$ cat config.mk
export PLATFORM = sky130hd
export DESIGN_NAME = segment_font_display_writer
export DESIGN_NICKNAME = d
export VERILOG_FILES = /design/src/rtl/core/sfdw_pkg.sv /design/src/rtl/core/sfdw_font_rom.sv /design/src/rtl/core/sfdw_emitter.sv /design/src/rtl/core/segment_font_display_writer.sv
export SDC_FILE = /design/constraint.sdc
export NUM_CORES = 1
export LEC_CHECK = 0
export ABC_CLOCK_PERIOD_IN_PS = 2200
export BUFFER_PORTS_ARGS = -buffer_cell sky130_fd_sc_hd__buf_2
export CAP_MARGIN = 25
export CORE_MARGIN = 10
export CORE_UTILIZATION = 55
export DETAILED_ROUTE_END_ITERATION = 10
export PLACE_DENSITY = 0.77
export SLEW_MARGIN = 0
export SYNTH_ARGS = -nofsm -noshare
export SYNTH_HDL_FRONTEND = slang
export SYNTH_SLANG_ARGS = --single-unit
$ cat constraint.sdc
create_clock -name clk -period 2.2 [get_ports clk]
set_input_delay 0.11 -clock clk [delete_from_list [all_inputs] [get_ports clk]]
set_output_delay 0.11 -clock clk [all_outputs]
set_load 0.05 [all_outputs]
$ cat src/rtl/core/sfdw_pkg.sv
// shared types, command codes, bus constants and font table of the display writer
`timescale 1ns / 1ps
`default_nettype none
package sfdw_pkg;

	typedef enum logic [2:0] {
		OP_CHAR   = 3'd0,
		OP_CURSOR = 3'd1,
		OP_BRIGHT = 3'd2,
		OP_LED    = 3'd3,
		OP_INIT   = 3'd4
	} op_t;

	localparam logic [7:0] DEV_ID      = 8'hA0;
	localparam logic [7:0] CMD_ON_BASE = 8'h90;
	localparam logic [7:0] CMD_OFF     = 8'h80;
	localparam logic [7:0] BRIGHT_MASK = 8'h0F;
	localparam logic [7:0] CMD_ADDR    = 8'hC0;
	localparam logic [7:0] CMD_LED     = 8'h41;
	localparam logic [7:0] CURSOR_MAX  = 8'h21;
	localparam logic [7:0] CURSOR_STEP = 8'h03;
	localparam logic [7:0] SEG_BLANK   = 8'hFF;
	localparam int         MAX_BYTES   = 5;
	localparam int         CNT_W       = $clog2(MAX_BYTES + 1);

	typedef struct packed {
		logic [7:0] s1;
		logic [7:0] s0;
	} glyph_t;

	typedef struct packed {
		logic [2:0] op;
		logic [7:0] value;
		logic [7:0] cur;
	} cmd_t;

	function automatic glyph_t font_lookup(input logic [7:0] code);
		logic [7:0] ch;
		glyph_t     g;
		ch = code;
		if (code >= 8'h61 && code <= 8'h7A) begin
			ch = code - 8'h20;
		end
		case (ch)
			8'h20: g = '{s0: 8'h00, s1: 8'h00};
			8'h27: g = '{s0: 8'h00, s1: 8'h01};
			8'h2B: g = '{s0: 8'h40, s1: 8'hD5};
			8'h2C: g = '{s0: 8'h00, s1: 8'h10};
			8'h2D: g = '{s0: 8'h40, s1: 8'h84};
			8'h2E: g = '{s0: 8'h00, s1: 8'h80};
			8'h30: g = '{s0: 8'h3F, s1: 8'h00};
			8'h31: g = '{s0: 8'h30, s1: 8'h00};
			8'h32: g = '{s0: 8'h6D, s1: 8'h84};
			8'h33: g = '{s0: 8'h79, s1: 8'h84};
			8'h34: g = '{s0: 8'h72, s1: 8'h84};
			8'h35: g = '{s0: 8'h5B, s1: 8'h84};
			8'h36: g = '{s0: 8'h5F, s1: 8'h84};
			8'h37: g = '{s0: 8'h31, s1: 8'h00};
			8'h38: g = '{s0: 8'h7F, s1: 8'h84};
			8'h39: g = '{s0: 8'h7B, s1: 8'h84};
			8'h3A: g = '{s0: 8'h00, s1: 8'h40};
			8'h3D: g = '{s0: 8'h48, s1: 8'h84};
			8'h41: g = '{s0: 8'h77, s1: 8'h84};
			8'h42: g = '{s0: 8'h79, s1: 8'h8A};
			8'h43: g = '{s0: 8'h0F, s1: 8'h00};
			8'h44: g = '{s0: 8'h39, s1: 8'h0A};
			8'h45: g = '{s0: 8'h4F, s1: 8'h84};
			8'h46: g = '{s0: 8'h47, s1: 8'h84};
			8'h47: g = '{s0: 8'h5F, s1: 8'h00};
			8'h48: g = '{s0: 8'h76, s1: 8'h84};
			8'h49: g = '{s0: 8'h00, s1: 8'hD1};
			8'h4A: g = '{s0: 8'h3C, s1: 8'h00};
			8'h4B: g = '{s0: 8'hD6, s1: 8'h84};
			8'h4C: g = '{s0: 8'h0E, s1: 8'h00};
			8'h4D: g = '{s0: 8'hB6, s1: 8'h82};
			8'h4E: g = '{s0: 8'h36, s1: 8'hA2};
			8'h4F: g = '{s0: 8'h8F, s1: 8'h20};
			8'h50: g = '{s0: 8'h67, s1: 8'h84};
			8'h51: g = '{s0: 8'h8F, s1: 8'h30};
			8'h52: g = '{s0: 8'h67, s1: 8'hA4};
			8'h53: g = '{s0: 8'h0B, s1: 8'hA4};
			8'h54: g = '{s0: 8'h01, s1: 8'hD1};
			8'h55: g = '{s0: 8'h3E, s1: 8'h00};
			8'h56: g = '{s0: 8'h2E, s1: 8'h20};
			8'h57: g = '{s0: 8'h36, s1: 8'hA8};
			8'h58: g = '{s0: 8'h80, s1: 8'hAA};
			8'h59: g = '{s0: 8'h62, s1: 8'hD4};
			8'h5A: g = '{s0: 8'h89, s1: 8'h88};
			8'h5F: g = '{s0: 8'h08, s1: 8'h00};
			default: g = '{s0: SEG_BLANK, s1: SEG_BLANK};
		endcase
		return g;
	endfunction

endpackage
`default_nettype wire

$ cat src/rtl/core/sfdw_font_rom.sv
// synchronous font rom, one registered read per cycle while rd_en is high
`timescale 1ns / 1ps
`default_nettype none
module sfdw_font_rom
	import sfdw_pkg::*;
(
	input  wire logic   clk,
	input  wire logic   rd_en,
	input  wire logic [7:0] rd_addr,
	output glyph_t      rd_data
);

	glyph_t data_q;

	always_ff @(posedge clk) begin
		if (rd_en) begin
			data_q <= font_lookup(rd_addr);
		end
	end

	assign rd_data = data_q;

endmodule
`default_nettype wire

$ cat src/rtl/core/sfdw_emitter.sv
// byte sequencer: builds one transaction and shifts it out a word per cycle while m_tready is high
`timescale 1ns / 1ps
`default_nettype none
module sfdw_emitter
	import sfdw_pkg::*;
(
	input  wire logic   clk,
	input  wire logic   arst_n,
	input  wire logic   ld_valid,
	output logic        ld_ready,
	input  cmd_t        ld_cmd,
	input  glyph_t      ld_glyph,
	output logic        m_tvalid,
	input  wire logic   m_tready,
	output logic [7:0]  m_tdata,
	output logic        m_tuser,
	output logic        m_tlast
);

	logic             valid_q;
	logic [CNT_W-1:0] rem_q;
	logic             first_q;
	logic [7:0]       bytes_q [MAX_BYTES];

	logic             take;
	logic             load;
	logic [CNT_W-1:0] n_new;
	logic [7:0]       b_new [MAX_BYTES];
	logic [7:0]       bright;

	assign take     = valid_q && m_tready;
	assign ld_ready = !valid_q || (m_tready && rem_q == CNT_W'(1));
	assign load     = ld_valid && ld_ready;

	assign bright = (ld_cmd.value == 8'h00) ? CMD_OFF
		: ((ld_cmd.value & BRIGHT_MASK) + CMD_ON_BASE);

	always_comb begin
		n_new = '0;
		for (int i = 0; i < MAX_BYTES; i++) begin
			b_new[i] = 8'h00;
		end
		b_new[0] = DEV_ID;
		unique case (ld_cmd.op)
			OP_CHAR: begin
				n_new    = CNT_W'(5);
				b_new[1] = CMD_ADDR | ld_cmd.cur;
				b_new[2] = ld_glyph.s0;
				b_new[3] = ld_glyph.s1;
			end
			OP_BRIGHT: begin
				n_new    = CNT_W'(2);
				b_new[1] = bright;
			end
			OP_LED: begin
				n_new    = CNT_W'(3);
				b_new[1] = CMD_LED;
				b_new[2] = ld_cmd.value;
			end
			OP_INIT: begin
				n_new    = CNT_W'(2);
				b_new[1] = CMD_ON_BASE;
			end
			default: begin
				n_new = '0;
			end
		endcase
	end

	always_ff @(posedge clk or negedge arst_n) begin
		if (!arst_n) begin
			valid_q <= 1'b0;
			rem_q   <= '0;
			first_q <= 1'b0;
		end else if (load) begin
			valid_q <= (n_new != '0);
			rem_q   <= n_new;
			first_q <= 1'b1;
		end else if (take) begin
			valid_q <= (rem_q != CNT_W'(1));
			rem_q   <= rem_q - CNT_W'(1);
			first_q <= 1'b0;
		end
	end

	always_ff @(posedge clk) begin
		if (load) begin
			bytes_q <= b_new;
		end else if (take) begin
			for (int i = 0; i < MAX_BYTES - 1; i++) begin
				bytes_q[i] <= bytes_q[i+1];
			end
			bytes_q[MAX_BYTES-1] <= 8'h00;
		end
	end

	assign m_tvalid = valid_q;
	assign m_tdata  = bytes_q[0];
	assign m_tuser  = first_q;
	assign m_tlast  = (rem_q == CNT_W'(1));

endmodule
`default_nettype wire

$ cat src/rtl/core/segment_font_display_writer.sv
// top level of the segment font display writer
// Each command word turns into one bus transaction of bus bytes, one output word per cycle while
// m_tready is high: a character is 5 bytes, brightness and init 2, leds 3, a cursor load or an
// unknown op emits nothing but still passes through the output byte sequencer. The output byte
// sequencer sets the rate; the next command is taken in while the current transaction is still
// shifting out, and the font rom read and cursor update happen on acceptance. An accepted
// command is registered with its glyph, then loaded into the sequencer's byte registers,
// from which its first byte is driven.
`timescale 1ns / 1ps
`default_nettype none
module segment_font_display_writer
	import sfdw_pkg::*;
(
	input  wire logic        clk,
	input  wire logic        arst_n,
	input  wire logic        s_tvalid,
	output logic             s_tready,
	input  wire logic [15:0] s_tdata,  // op[2:0], value[10:3], zero[15:11]
	output logic             m_tvalid,
	input  wire logic        m_tready,
	output logic [7:0]       m_tdata,  // bus_byte[7:0]
	output logic             m_tuser,  // first[0]
	output logic             m_tlast
);

	logic       cmd_valid_s1;
	cmd_t       cmd_s1;
	logic [7:0] cursor_q;
	logic       accept;
	logic       ld_ready;
	logic [2:0] in_op;
	logic [7:0] in_value;
	logic [7:0] cur_eff;
	glyph_t     glyph;

	assign in_op    = s_tdata[2:0];
	assign in_value = s_tdata[10:3];
	assign s_tready = !cmd_valid_s1 || ld_ready;
	assign accept   = s_tvalid && s_tready;
	assign cur_eff  = (cursor_q > CURSOR_MAX) ? 8'h00 : cursor_q;

	sfdw_font_rom u_font (
		.clk     (clk),
		.rd_en   (accept),
		.rd_addr (in_value),
		.rd_data (glyph)
	);

	always_ff @(posedge clk or negedge arst_n) begin
		if (!arst_n) begin
			cursor_q     <= 8'h00;
			cmd_valid_s1 <= 1'b0;
		end else begin
			if (accept) begin
				cmd_valid_s1 <= 1'b1;
				case (in_op)
					OP_CHAR:   cursor_q <= cur_eff + CURSOR_STEP;
					OP_CURSOR: cursor_q <= in_value;
					OP_INIT:   cursor_q <= 8'h00;
					default:   cursor_q <= cursor_q;
				endcase
			end else if (ld_ready) begin
				cmd_valid_s1 <= 1'b0;
			end
		end
	end

	always_ff @(posedge clk) begin
		if (accept) begin
			cmd_s1.op    <= in_op;
			cmd_s1.value <= in_value;
			cmd_s1.cur   <= cur_eff;
		end
	end

	sfdw_emitter u_emit (
		.clk      (clk),
		.arst_n   (arst_n),
		.ld_valid (cmd_valid_s1),
		.ld_ready (ld_ready),
		.ld_cmd   (cmd_s1),
		.ld_glyph (glyph),
		.m_tvalid (m_tvalid),
		.m_tready (m_tready),
		.m_tdata  (m_tdata),
		.m_tuser  (m_tuser),
		.m_tlast  (m_tlast)
	);

endmodule
`default_nettype wire

# Word-level counts from Yosys, hierarchy flattened
# Memory sizes are Yosys's and may differ from the RTL's. A register that Yosys moved wholly into a read port is not among the register bits.
# Index checks and enable logic that the tools add are counted.
# word_totals
reg_bits	63
mem_bits_ro	2048
in_bits	20
out_inout_bits	12
word_cells	64
mem_count	1
# op_classes
add_sub_neg	4
n_lt_le_gt_ge	3
eq_ne	7
muxes	19
n_reduce_logical	18
# mem_list
memory	depth	word_bits	rd	rd_ports_with_merged_regs	write_ports	line_no	text
(name not given)	128	16	1	1	0	sfdw_pkg.sv:44	case (ch)
# ops
cell	n
$mux 32	2
$mux 8	5
$pmux 8 s4	1
$pmux 8 s3	1
$pmux 8 s2	1
$pmux 3 s3	1
$add 4x8->8 const B	1
$add 8x2->8 const B	1
$ge 8x7->1 const B	1
$gt 8x6->1 const B	1
$le 8x7->1 const B	1
$logic_not 8->1	1
$sub 8x6->8 const B	1
$eq 3x1->1 const B	2
$eq 3x2->1 const B	2
$eq 3x3->1 const B	2
$logic_not 3->1	2
$mux 1	6
$mux 3	2
$reduce_bool 3->1	2
$logic_and 1x1->1	5
$reduce_bool 2->1	2
$ne 3x1->1 const B	1
$sub 3x1->3 const B	1
other kinds (4)	6

# Logic depth before layout (Yosys ltp)
# depth
ltp_word	6
mapped_depth	10

# By module
# A second synthesis with hierarchy kept.
# hier_totals
hier_cells	477
hier_area_um2	4827.1
# modules_own_cells
module	n_inst	cells_each	area_per_inst_um2	seq_area_each_um2
sfdw_emitter	1	176	1841.8	1006.0
sfdw_font_rom	1	215	1810.5	480.5
segment_font_display_writer	1	86	1174.9	795.8

# Least setup slack after synthesis
# Ideal clock, no wire load.
# synth_path
kind	reg-to-reg
start	register u_emit.valid_q, in the netlist u_emit.m_tvalid
end	register cursor_q[2]
setup_ns	0.133
t_arrival_ns	2.423
required_time_ns	2.067
slack_ns	-0.356
stages_incl_launch_ff	5
path_buffers	0
synth_period_minus_slack_ns	2.556
cell_sequence	dfrtp_1 -> nand3_1 -> and2_1 -> a32oi_1 -> o21ai_0
# synth_between
elab_chain_len	5
# synth_lines
item	line_no	text
start, declared	sfdw_emitter.sv:20	logic valid_q;
start signal, assigned	sfdw_emitter.sv:76	valid_q <= (n_new != '0);
start signal, assigned	sfdw_emitter.sv:80	valid_q <= (rem_q != CNT_W'(1));
$logic_not 1->1	sfdw_emitter.sv:32	assign ld_ready = !valid_q || (m_tready && rem_q == CNT_W'(1));
$logic_or 1x1->1	sfdw_emitter.sv:32	
$logic_or 1x1->1	segment_font_display_writer.sv:38	assign s_tready = !cmd_valid_s1 || ld_ready;
net s_tready	segment_font_display_writer.sv:17	output logic s_tready,
$logic_and 1x1->1	segment_font_display_writer.sv:39	assign accept = s_tvalid && s_tready;
net accept	segment_font_display_writer.sv:29	logic accept;
$reduce_and 2->1 (no source line)	--	
end signal, assigned	segment_font_display_writer.sv:57	OP_CHAR: cursor_q <= cur_eff + CURSOR_STEP;
end signal, assigned	segment_font_display_writer.sv:58	OP_CURSOR: cursor_q <= in_value;
end signal, assigned	segment_font_display_writer.sv:60	default: cursor_q <= cursor_q;
end, declared	segment_font_display_writer.sv:28	logic [7:0] cursor_q;
# The timed path passes the listed nets, and every way through them passes these cells.
# A chain may end at the register's enable or synchronous reset.

# Worst setup path after layout
# layout_path
start	register cursor_q[2]
end	register cursor_q[4]
# layout_between
elab_chain_len	4
# layout_lines
item	line_no	text
$gt 8x6->1	segment_font_display_writer.sv:40	assign cur_eff = (cursor_q > CURSOR_MAX) ? 8'h00 : cursor_q;
$mux 8	segment_font_display_writer.sv:40	
net cur_eff[1]	segment_font_display_writer.sv:33	logic [7:0] cur_eff;
$add 8x2->8	segment_font_display_writer.sv:57	
$pmux 8 s3	segment_font_display_writer.sv:56	case (in_op)
# The timed path passes the listed nets, and every way through them passes these cells.

==> summary.txt <==
Pwr
  – Maximum vdd drop: 1.03 mV
  – Pwr Total: 6.19 mW
  – Leak: 2.11 nW
  – PwrDens: 1170 nW/um^2

Worst hold path
  – HP Class: in -> reg

Place
  – I/O Buffers: 26
  – Worst slack at placement: -0.0376 ns
  – DP HPWL: 8660 um
  – Dpl cells: 608
  – Routability cong.: 0.935
  – Placed Area: 4990 sq um

Floorplanning
  – Top Ports: 32
  – Die ar.: 12400 sq um
  – Initial Util: 56.0%
  – Die width: 111 um
  – Num rows: 33
  – Die Y: 111 um
  – Core footprint: 8180 sq um

Routing
  – DR vias/cell: 6.13
  – Final ANT Viol Nets: 0
  – DR vias: 3865
  – Drc violations: 0
  – First-pass DRT Iterations: 5
  – Routed len/inst: 18.4 um
  – Final WL: 11600 um
  – DR iter-0 viols: 341

Synthesis
  – Post-synth EDFFs: 57
  – Synth Area in Simple Gates: 17.3%
  – Post-Synthesis Cells: 474
  – Top post-synthesis cells by area: edfxtp_1 (37%), dfrtp_1 (7.7%), o21ai_0 (4.6%), nand2_1 (4.3%), a21oi_1 (3.9%)
  – Syn avg cell area: 9.65 sq um
  – Top-area cell type share of the netlist area: 37.4%
  – Multiplexer share of the synthesized area: 1.83%
  – Compound-Gate Fraction of Synth Area: 22.1%
  – Post-Syn Nets: 505
  – Prevailing post-synth register cell: edfxtp_1
  – Mapped Area: 4580 sq um
  – Cell taking the most area after synthesis: edfxtp_1
  – Post-synth ARST share: 17.7%
  – Yosys warns: 0
  – Post-synthesis xor/xnor area fraction: 0.574%
  – Yosys reg bits: 79
  – Adder-cell share of the synthesized area: 3.01%
  – Main combinational cell family by area after synthesis: compound AO/OA/AOI/OAI gates
  – Yosys cell types: 69
  – Seq/Total Area, Yosys: 48.6%

Worst setup path
  – Crit-path slowest cell: or4_4
  – CP Capture Type: register
  – CP top delay family: simple AND/OR/NAND/NOR gates
  – Critical Path RT: 2.46 ns
  – Crit-path cells: or4_4, a211oi_4, and2_4, inv_2, ha_4, nand3b_1, nor2_1, a22oi_1, o22ai_1
  – Worst Path Arrival: 2.49 ns
  – CP Class: reg -> reg
  – Largest fanout on the critical path: 3
  – Startpoint types: register
  – CP peak stage delay: 0.55 ns
  – WP buf/inv: 1

STA
  – Unrepaired setup endpoints after global routing: true
  – Fin crit share: 101%
  – Final Hold Vio Count: 0
  – Fmax: 448 MHz
  – Clock period minus worst slack: 2.23 ns
  – # setup viols final: 1
  – Slew Limit Fails: 0
  – Slew @ Worst Pin: 0.555 ns
  – Slack of the critical path: -0.0297 ns
  – Slew HR: 62.8%
  – Clock skew: 0.0162 ns

Finish
  – Antenna cells: 0
  – Layout area overhead: 15.8%
  – Final instance area: 5300 sq um
  – Post-route insts no fill: 630
  – Final layout net count: 551
  – Layout cells sized above 1: 21.9%
  – Commonest cells after routing, fill and taps aside: edfxtp_1 (57), nand2_1 (52), o21ai_0 (41), buf_4 (41), a21oi_1 (35)
  – Commonest non-fill, non-tap cell in the layout: edfxtp_1

CTS
  – Clk pin slew, worst setup/hold paths: 0.09 ns
  – Clock Latency Late Sink: 0.34 ns
  – CTS Sinks: 79
  – Max Root-Sink Buffers: 2
  – CTS tree: built
  – CTS HTree Levels: 3
  – Number of buffers created by CTS: 9
  – CTS root buf: clkbuf_8

Global route
  – Met1 Track Usage GR: 22.4%
  – Total global-route track usage: 18.6%
  – Vias in the first global route: 3772
  – Gr busiest metal: met2
  – Grt ovf: 0
  – Met2 Resource Use GR: 31.1%
  – Initial antenna violation count: 0
  – Largest net degree at the start of global routing: 40
  – Met3 Use GR: 3.73%
  – Global-route wire length before repair: 19200 um

Outcome
  – Status: finished with violations
  – Failing checks: setup timing

Job
  – Max cap viols: 0
logic make-up after synthesis:
group	Yosys count
AO/OA/AOI/OAI	154
AND/OR/NAND/NOR	154
flip-flops	79
buffers and inverters	65
adder cells (fa/ha/maj)	11
multiplexers	8
XOR/XNOR	3
routing by layer:
metal	part of all wire, %	routed length (um)
met5	0	0
met4	3.6	415
met3	6.0	695
met2	48	5630
met1	42	4880
path summary, 6_finish.rpt:
kind                                        start                end  slack [ns]  cells past startpoint
min in group asynchronous                  arst_n        cursor_q[5]        0.19                      2
worst min register to register  u_emit.m_tdata[2]  u_emit.m_tdata[2]        0.45                      2
worst max register to register        cursor_q[2]        cursor_q[4]       -0.03                      9
worst max-delay path                  cursor_q[2]        cursor_q[4]       -0.03                      9
max in group asynchronous                  arst_n    u_emit.rem_q[1]        1.76                      2
worst min-delay path                  s_tdata[10]         cmd_s1[15]        0.04                      1
cell type report:
type                    instances  area (sq um)
inverters                      26           101
fillers                       650          2880
flip-flops and latches         79          2220
clock inverters                 7          95.1
multi-input cells             330          2090
clock buffers                   9           124
well taps                     105           131
repair buffers                 74           528
state kept, by name, summed over array words and instances (netlist names):
signal,count
u_emit.bytes_q,24
u_emit.m_tuser,1
cursor_q,8
u_emit.m_tdata,8
cmd_s1,17
u_emit.rem_q,3
u_emit.m_tvalid,1
cmd_valid_s1,1
u_font.rd_data,16
cell usage after synthesis, drive strengths merged (5+ instances only):
cell / instances
dfrtp: 14
nand2b: 9
nand2: 52
a21oi: 37
buf: 23
o21ai: 45
nor2: 25
nor3: 5
o22ai: 7
a211oi: 6
a222oi: 9
dfxtp: 8
ha: 11
o31ai: 5
mux2i: 5
a31oi: 11
nor2b: 10
edfxtp: 57
inv: 25
and2: 17
clkbuf: 16
nand3: 12
what timing repair did:
action	in CTS	in global routing
cloned	0	0
endpoints found under the hold margin	18	0
setup buffers	0	1
pin swaps	1	6
resized for setup	2	5
hold buffers	5	0
endpoints found under the setup margin	2	2
power breakdown:
| group | switching, mW | internal (mW) | leakage, nW |
|---|---|---|---|
| Combinational | 1.53 | 0.965 | 1.23 |
| Sequential | 0.269 | 2.26 | 0.767 |
| Clock | 0.522 | 0.641 | 0.111 |
through the flow:
step           hold slack, ns  TNS (ns)  utilization (%)
2_1_floorplan          -0.186         0                -
3_5_place_dp           0.0337   -0.0376             61.1
3_3_place_gp           0.0242         0             61.1
4_1_cts                0.0338         0             64.4
5_1_grt                0.0318    -0.111             64.8
6_report               0.0410   -0.0297             64.8
(Power assumes the default switching activity.)
